File: src/bdt_pkg.sv
// ----------------------------------------------------------------------------
// bdt_pkg
// Shared types and constants for the barrier dirty tracker.
// ----------------------------------------------------------------------------
package bdt_pkg;

  localparam int unsigned KEY_W   = 64;
  localparam int unsigned MASK_W  = 32;
  // texture-update barrier bit, cleared in every entry by a query that holds it and hits
  localparam int unsigned TEX_BIT = 8;

  localparam logic [MASK_W-1:0] MASK_ALL_ONES = '1;

  // operation codes carried in the kind field
  typedef enum logic [1:0] {
    KIND_MARK  = 2'd0,
    KIND_QUERY = 2'd1,
    KIND_CLEAR = 2'd2
  } kind_t;

  // sequencer states
  typedef enum logic [1:0] {
    ST_IDLE,
    ST_SCAN,
    ST_WRITE,
    ST_RESP
  } state_t;

  // write request toward the key and mask memories
  typedef struct packed {
    logic              key_we;
    logic              mask_we;
    logic [KEY_W-1:0]  key;
    logic [MASK_W-1:0] mask;
  } store_wr_t;

  // one result item
  typedef struct packed {
    logic needs_barrier;
    logic table_full;
  } result_t;

endpackage

File: src/bdt_store.sv
// ----------------------------------------------------------------------------
// bdt_store
// Key and needed-mask memories: one write port, one registered read port.
// ----------------------------------------------------------------------------
module bdt_store #(
  parameter int unsigned ENTRIES = 16
) (
  input  logic                          clk,
  input  logic                          rd_en,
  input  logic [$clog2(ENTRIES)-1:0]    rd_addr,
  input  bdt_pkg::store_wr_t            wr,
  input  logic [$clog2(ENTRIES)-1:0]    wr_addr,
  output logic [bdt_pkg::KEY_W-1:0]     key_q,
  output logic [bdt_pkg::MASK_W-1:0]    mask_q
);

  logic [bdt_pkg::KEY_W-1:0]  key_mem  [ENTRIES];
  logic [bdt_pkg::MASK_W-1:0] mask_mem [ENTRIES];

  // key memory
  always_ff @(posedge clk) begin
    if (wr.key_we) begin
      key_mem[wr_addr] <= wr.key;
    end
    if (rd_en) begin
      key_q <= key_mem[rd_addr];
    end
  end

  // needed-mask memory
  always_ff @(posedge clk) begin
    if (wr.mask_we) begin
      mask_mem[wr_addr] <= wr.mask;
    end
    if (rd_en) begin
      mask_q <= mask_mem[rd_addr];
    end
  end

endmodule

File: src/bdt_seq.sv
// ----------------------------------------------------------------------------
// bdt_seq
// Sequencer: for a mark or a query, scans the table one entry a cycle through a single key
// comparator, then applies the update in the write state; a clear skips both.
// ----------------------------------------------------------------------------
module bdt_seq #(
  parameter int unsigned ENTRIES = 16
) (
  input  logic                          clk,
  input  logic                          rst,
  // input channel
  input  logic                          in_valid,
  output logic                          in_ready,
  input  logic [1:0]                    kind,
  input  logic [bdt_pkg::KEY_W-1:0]     object_key,
  input  logic [bdt_pkg::MASK_W-1:0]    barrier_mask,
  // memory side
  output logic                          rd_en,
  output logic [$clog2(ENTRIES)-1:0]    rd_addr,
  output bdt_pkg::store_wr_t            wr,
  output logic [$clog2(ENTRIES)-1:0]    wr_addr,
  input  logic [bdt_pkg::KEY_W-1:0]     key_q,
  input  logic [bdt_pkg::MASK_W-1:0]    mask_q,
  // result side
  output logic                          res_valid,
  input  logic                          res_take,
  output bdt_pkg::result_t              res
);

  localparam int unsigned  IDXW     = $clog2(ENTRIES);
  localparam logic [IDXW:0] ENT_CNT = (IDXW+1)'(ENTRIES);
  localparam logic [IDXW-1:0] LAST_IDX = IDXW'(ENTRIES - 1);

  bdt_pkg::state_t state, state_next;
  bdt_pkg::kind_t  kind_in;
  bdt_pkg::kind_t  kind_reg;

  logic [bdt_pkg::KEY_W-1:0]  key_reg;
  logic [bdt_pkg::MASK_W-1:0] mask_reg;
  logic [IDXW:0]              rd_idx;
  logic                       pend;
  logic [IDXW-1:0]            pend_idx;
  logic                       free_found;
  logic [IDXW-1:0]            free_idx;
  logic                       found;
  logic [IDXW-1:0]            slot;
  logic [bdt_pkg::MASK_W-1:0] ent_mask;
  logic [ENTRIES-1:0]         valid_bits;
  logic [ENTRIES-1:0]         tex_bits;
  bdt_pkg::result_t           res_reg;

  logic match;
  logic last_cmp;
  logic accept;
  logic query_hit;
  logic mark_ok;

  assign kind_in = bdt_pkg::kind_t'(kind);
  assign accept  = in_valid && in_ready;

  // shared comparator on the entry read last cycle
  assign match    = pend && valid_bits[pend_idx] && (key_q == key_reg);
  assign last_cmp = pend && (pend_idx == LAST_IDX);

  assign query_hit = found && (|(ent_mask & mask_reg));
  assign mark_ok   = found || free_found;

  // next state
  always_comb begin
    state_next = state;
    unique case (state)
      bdt_pkg::ST_IDLE: begin
        if (in_valid) begin
          unique case (kind_in)
            bdt_pkg::KIND_MARK, bdt_pkg::KIND_QUERY: state_next = bdt_pkg::ST_SCAN;
            default:                                 state_next = bdt_pkg::ST_RESP;
          endcase
        end
      end
      bdt_pkg::ST_SCAN: begin
        if (match || last_cmp) begin
          state_next = bdt_pkg::ST_WRITE;
        end
      end
      bdt_pkg::ST_WRITE: state_next = bdt_pkg::ST_RESP;
      bdt_pkg::ST_RESP: begin
        if (res_take) begin
          state_next = bdt_pkg::ST_IDLE;
        end
      end
      default: state_next = bdt_pkg::ST_IDLE;
    endcase
  end

  // outputs
  always_comb begin
    in_ready   = (state == bdt_pkg::ST_IDLE);
    res_valid  = (state == bdt_pkg::ST_RESP);
    res        = res_reg;
    rd_en      = (state == bdt_pkg::ST_SCAN) && (rd_idx < ENT_CNT);
    rd_addr    = rd_idx[IDXW-1:0];
    wr.key     = key_reg;
    wr.key_we  = 1'b0;
    wr.mask_we = 1'b0;
    wr.mask    = ent_mask & ~mask_reg;
    wr_addr    = slot;
    if (state == bdt_pkg::ST_WRITE) begin
      if (kind_reg == bdt_pkg::KIND_MARK) begin
        wr.mask    = bdt_pkg::MASK_ALL_ONES;
        wr.mask_we = mark_ok;
        wr.key_we  = !found && free_found;
        wr_addr    = found ? slot : free_idx;
      end else begin
        wr.mask_we = query_hit;
      end
    end
  end

  // state register
  always_ff @(posedge clk) begin
    if (rst) begin
      state <= bdt_pkg::ST_IDLE;
    end else begin
      state <= state_next;
    end
  end

  // entry valid bits
  always_ff @(posedge clk) begin
    if (rst) begin
      valid_bits <= '0;
    end else if (accept && kind_in == bdt_pkg::KIND_CLEAR) begin
      valid_bits <= '0;
    end else if (wr.key_we) begin
      valid_bits[wr_addr] <= 1'b1;
    end
  end

  // texture-update bit of each entry, kept apart for the broadcast clear
  always_ff @(posedge clk) begin
    if (state == bdt_pkg::ST_WRITE) begin
      if (kind_reg == bdt_pkg::KIND_MARK) begin
        if (mark_ok) begin
          tex_bits[wr_addr] <= 1'b1;
        end
      end else if (query_hit && mask_reg[bdt_pkg::TEX_BIT]) begin
        tex_bits <= '0;
      end
    end
  end

  // scan pipeline control
  always_ff @(posedge clk) begin
    if (rst) begin
      pend <= 1'b0;
    end else if (accept) begin
      pend <= 1'b0;
    end else begin
      pend <= rd_en;
    end
  end

  // operand capture, scan progress and result
  always_ff @(posedge clk) begin
    if (accept) begin
      key_reg    <= object_key;
      mask_reg   <= barrier_mask;
      kind_reg   <= kind_in;
      rd_idx     <= '0;
      free_found <= 1'b0;
      found      <= 1'b0;
      res_reg    <= '0;
    end else begin
      if (rd_en) begin
        rd_idx <= rd_idx + 1'b1;
      end
      pend_idx <= rd_idx[IDXW-1:0];
      if (state == bdt_pkg::ST_SCAN && pend) begin
        if (match) begin
          found    <= 1'b1;
          slot     <= pend_idx;
          ent_mask <= {mask_q[bdt_pkg::MASK_W-1:bdt_pkg::TEX_BIT+1],
                       tex_bits[pend_idx],
                       mask_q[bdt_pkg::TEX_BIT-1:0]};
        end else if (!valid_bits[pend_idx] && !free_found) begin
          free_found <= 1'b1;
          free_idx   <= pend_idx;
        end
      end
      if (state == bdt_pkg::ST_WRITE) begin
        res_reg.needs_barrier <= (kind_reg == bdt_pkg::KIND_QUERY) && query_hit;
        res_reg.table_full    <= (kind_reg == bdt_pkg::KIND_MARK) && !mark_ok;
      end
    end
  end

endmodule

File: src/barrier_dirty_tracker.sv
// ----------------------------------------------------------------------------
// barrier_dirty_tracker
// Keyed table of objects and the memory barriers each one still needs.
// ----------------------------------------------------------------------------
// One item is handled at a time. A mark or a query walks the table one entry
// per cycle through a single 64-bit key comparator fed by the key memory's one
// read port, stopping at the first matching key, then passes through a write
// state for the table update and a response state that holds the result until
// the output register takes it. A clear or an unused kind goes straight to the
// response state. The result sits in an output register, so the next item can
// be taken while it waits. There is no clearing pass after reset.
module barrier_dirty_tracker #(
  parameter int unsigned ENTRIES = 16
) (
  input  logic                          clk,
  input  logic                          rst,
  input  logic                          in_valid,
  output logic                          in_ready,
  input  logic [1:0]                    kind,
  input  logic [bdt_pkg::KEY_W-1:0]     object_key,
  input  logic [bdt_pkg::MASK_W-1:0]    barrier_mask,
  output logic                          out_valid,
  input  logic                          out_ready,
  output logic                          needs_barrier,
  output logic                          table_full
);

  localparam int unsigned IDXW = $clog2(ENTRIES);

  logic                       rd_en;
  logic [IDXW-1:0]            rd_addr;
  bdt_pkg::store_wr_t         wr;
  logic [IDXW-1:0]            wr_addr;
  logic [bdt_pkg::KEY_W-1:0]  key_q;
  logic [bdt_pkg::MASK_W-1:0] mask_q;
  logic                       res_valid;
  logic                       res_take;
  bdt_pkg::result_t           res;

  bdt_seq #(.ENTRIES(ENTRIES)) u_seq (
    .clk          (clk),
    .rst          (rst),
    .in_valid     (in_valid),
    .in_ready     (in_ready),
    .kind         (kind),
    .object_key   (object_key),
    .barrier_mask (barrier_mask),
    .rd_en        (rd_en),
    .rd_addr      (rd_addr),
    .wr           (wr),
    .wr_addr      (wr_addr),
    .key_q        (key_q),
    .mask_q       (mask_q),
    .res_valid    (res_valid),
    .res_take     (res_take),
    .res          (res)
  );

  bdt_store #(.ENTRIES(ENTRIES)) u_store (
    .clk     (clk),
    .rd_en   (rd_en),
    .rd_addr (rd_addr),
    .wr      (wr),
    .wr_addr (wr_addr),
    .key_q   (key_q),
    .mask_q  (mask_q)
  );

  // output register, loads when empty or being drained
  assign res_take = !out_valid || out_ready;

  always_ff @(posedge clk) begin
    if (rst) begin
      out_valid <= 1'b0;
    end else if (res_take) begin
      out_valid <= res_valid;
    end
  end

  always_ff @(posedge clk) begin
    if (res_take && res_valid) begin
      needs_barrier <= res.needs_barrier;
      table_full    <= res.table_full;
    end
  end

endmodule

File: config.mk
export PLATFORM = sky130hd
export DESIGN_NAME = barrier_dirty_tracker
export DESIGN_NICKNAME = d
export VERILOG_FILES = /design/src/bdt_pkg.sv /design/src/bdt_store.sv /design/src/bdt_seq.sv /design/src/barrier_dirty_tracker.sv
export SDC_FILE = /design/constraint.sdc
export NUM_CORES = 2
export LEC_CHECK = 0
export ABC_AREA = 1
export CORE_UTILIZATION = 49
export DETAILED_ROUTE_END_ITERATION = 10
export DONT_BUFFER_PORTS = 1
export PLACE_DENSITY_LB_ADDON = 0.12
export SLEW_MARGIN = 20
export SYNTH_ARGS = -nofsm -noshare
export SYNTH_HDL_FRONTEND = slang
export SYNTH_SLANG_ARGS = --single-unit
File: constraint.sdc
create_clock -name clk -period 6.2 [get_ports clk]
set_clock_uncertainty 0.1 [all_clocks]
set_input_delay 1.55 -clock clk [delete_from_list [all_inputs] [get_ports clk]]
set_output_delay 1.55 -clock clk [all_outputs]
set_load 0.02 [all_outputs]
==> out/qor.yml <==
synth_cells: 5022
yosysMostFrequentCell: "edfxtp_1"
syn2layout_area_growth_pct: 11.8
hold-worst-slack_ns: 0.316
busiest_layer: "met2"
post-route-util: 0.554
ys_top_cells_by_area: "edfxtp_1 (76%), nor2_1 (4.9%), o21ai_0 (3.1%)"
path_clk_slew_ns: 0.06
antenna_found_initial: 6
slew_violations: 0
die_w_um: 381
cts.path.max_buffers: 3
netlist_area_um2: 70300
setup_viol: 0
routedWlPerCell_um: 25.7
cp.arrival_ns: 4.23
place_hpwl_um: 98800
gp_congestion: 0.864
grt_max_degree: 201
initial_core_util: 0.496
rr_startpoint: "u_seq.state[0]"
clock-sinks: 1804
gr-total-overflow: 0
finalHoldViolCount: 0
synthSimpleGateAreaFrac: 0.0927
grt_pass1_vias: 40300
synthFlopType: "edfxtp_1"
cts_resized: 0
worstPathRequired_ns: 6.53
endpoint_kind: "flop"
worstSetupPathType: "reg2reg"
synth_fa_ha_area_frac: 0.000889
drt_pass1_iterations: 5
syn-num-nets: 5129
p_per_area_nw_per_um2: 427
critPathLaunch: "u_seq.state[0]"
rows: 138
startpoint_type: "flop"
top_regs: "u_store.key_mem x1024, u_store.mask_mem x496"
yosysTopAreaCell: "edfxtp_1"
p_leak_nw: 25.8
final_antenna_net_count: 0
outcome: "finished clean"
cts-root-buf: "clkbuf_16"
grt_use_met2: 0.405
synth_top_family_by_area: "simple AND/OR/NAND/NOR gates"
yosys_warnings: 0
cp_max_fo: 43
fin_setup_tns_ns: 0
cts_max_level: 4
drc: 0
synth_cell_types: 35
synth_top_area_share: 0.758
ys_ff_latch: 1804
r2r_setup_slack_ns: 2.30
cts_buffers: 183
synth_xor_area_frac: 0.00149
drt_iter0_markers: 4136
largest_reg_flops: 1024
wirelength_um: 182000
min_period_over_period: 0.630
r2r_cells: 13
async_reset_ff_frac: 0
maxCapViolations: 0
worst_slew_pin_slew_ns: 1.07
min_path_type: "reg2reg"
ir_worst_vdd_v: 0.000344
synth-edff-count: 1775
hold_depth: 0
grt_pass1_wl_um: 268000
die_area_um2: 145000
core_area_um2: 142000
max_freq_ghz: 0.256
track_usage: 0.248
cts_tree: "built"
fp.dieH_um: 381
synth_compound_area_frac: 0.0874
endpoint: "u_store.key_mem[5][45]"
holdBufCountCts: 0
cts_setup_buffers: 0
synth-seq-area-share: 0.766
regMostFlops: "u_store.key_mem"
via_count: 41500
io_buffers: 0
ios: 106
gr-usage-met3: 0.0376
avgSynthCellArea_um2: 14.0
fin_crit_ns: 3.90
r2r_end: "u_store.key_mem[5][45]"
rsz0062_at_grt: "no"
insertion_delay_ns: 0.79
grt_use_met1: 0.346
max_slew_margin: 0.287
synth.top_cells.by_count: "edfxtp_1 (1775), nor2_1 (912), nand2_1 (438)"
drive_above_1_share: 0.0889
nets: 5131
drt-vias-per-instance: 5.87
muxShareOfSynthArea: 0.0219
## power by group
group | leakage, nW | internal, mW | total, mW | switching [mW]
combinational | 6.57 | 2.11 | 7.15 | 5.04
sequential | 16.3 | 14.7 | 15.5 | 0.742
clock | 2.89 | 6.37 | 11.0 | 4.60
total | 25.8 | 23.2 | 33.6 | 10.4
## routing by layer
layer,vias to the layer above,routed length (um)
met2,1435,88100
met4,0,4640
met1,21000,77800
met5,-,0
met3,280,11200
li1,18800,-
## cells by family after synthesis
kind of cell    count (synthesis)
compound gates                910
xor+xnor                       12
mux                           154
flops                        1804
simple gates                 1620
buf+inv                       517
fa+ha+maj                       5
## worst min path at each step
stage,from,to,slack [ns]
finish,u_store.mask_q[15],u_seq.ent_mask[15],0.32
global route,u_store.mask_q[25],u_seq.ent_mask[25],0.32
CTS,u_store.mask_q[15],u_seq.ent_mask[15],0.32
detailed placement,u_store.mask_q[15],u_seq.ent_mask[15],0.30
global placement,u_store.mask_q[28],u_seq.ent_mask[28],0.30
floorplan,u_store.mask_q[0],u_seq.ent_mask[0],0.30
## worst max-delay path: stages, from the launching register on
cell and delay, ns:
dfxtp_1 0.37, inv_1 0.08, ha_1 0.22, inv_1 0.16, nor2_4 0.06, inv_4 0.35, nor2_4 0.09, or2_2 0.32
o21ai_4 0.11, inv_2 0.07, nor2_4 0.21, nand3_1 0.19, inv_4 0.66, buf_4 0.50
## cells in the final DEF, fill, tap and decap left out, types with 15 or more instances in the layout
master / Yosys / layout
clkbuf_16: 0 / 185
inv_4: 3 / 16
clkbuf_1: 200 / 31
o221ai_1: 154 / 154
dfxtp_1: 29 / 26
nand2_1: 438 / 438
nand3_1: 204 / 204
clkinv_2: 0 / 31
edfxtp_1: 1775 / 1775
a21oi_1: 50 / 50
nor2_1: 912 / 895
clkinv_1: 2 / 46
mux2i_1: 154 / 154
o211ai_1: 38 / 38
buf_4: 8 / 106
inv_6: 0 / 15
inv_1: 205 / 187
nand4_1: 26 / 26
o21ai_0: 429 / 423
o32ai_1: 226 / 226
nor2_4: 7 / 24
bufinv_16: 0 / 22
## cell type report
class,instances,area [um^2]
Sequential cell,1804,53900
Inverter,218,906
Antenna cell,3,7.51
Tap cell,1890,2360
Clock inverter,119,1180
Timing Repair Buffer,116,996
Multi-Input combinational cell,2701,14500
Clock buffer,216,4750
Fill cell,11500,63300
## stage by stage
| step | total power [mW] | setup slack, ns | instance area (um^2) | std cells |
|---|---|---|---|---|
| after floorplan | 20.2 | 1.27 | 70300 | 5022 |
| final | 33.6 | 2.30 | 78600 | 7067 |
| after global placement | 22.8 | 2.32 | 72700 | 6729 |
| after CTS | 33.8 | 2.27 | 78600 | 7064 |
| after global routing | 34.9 | 2.09 | 78600 | 7066 |
| after detailed placement | 22.9 | 2.27 | 72700 | 6729 |
Power figures use the tool's default switching activity.
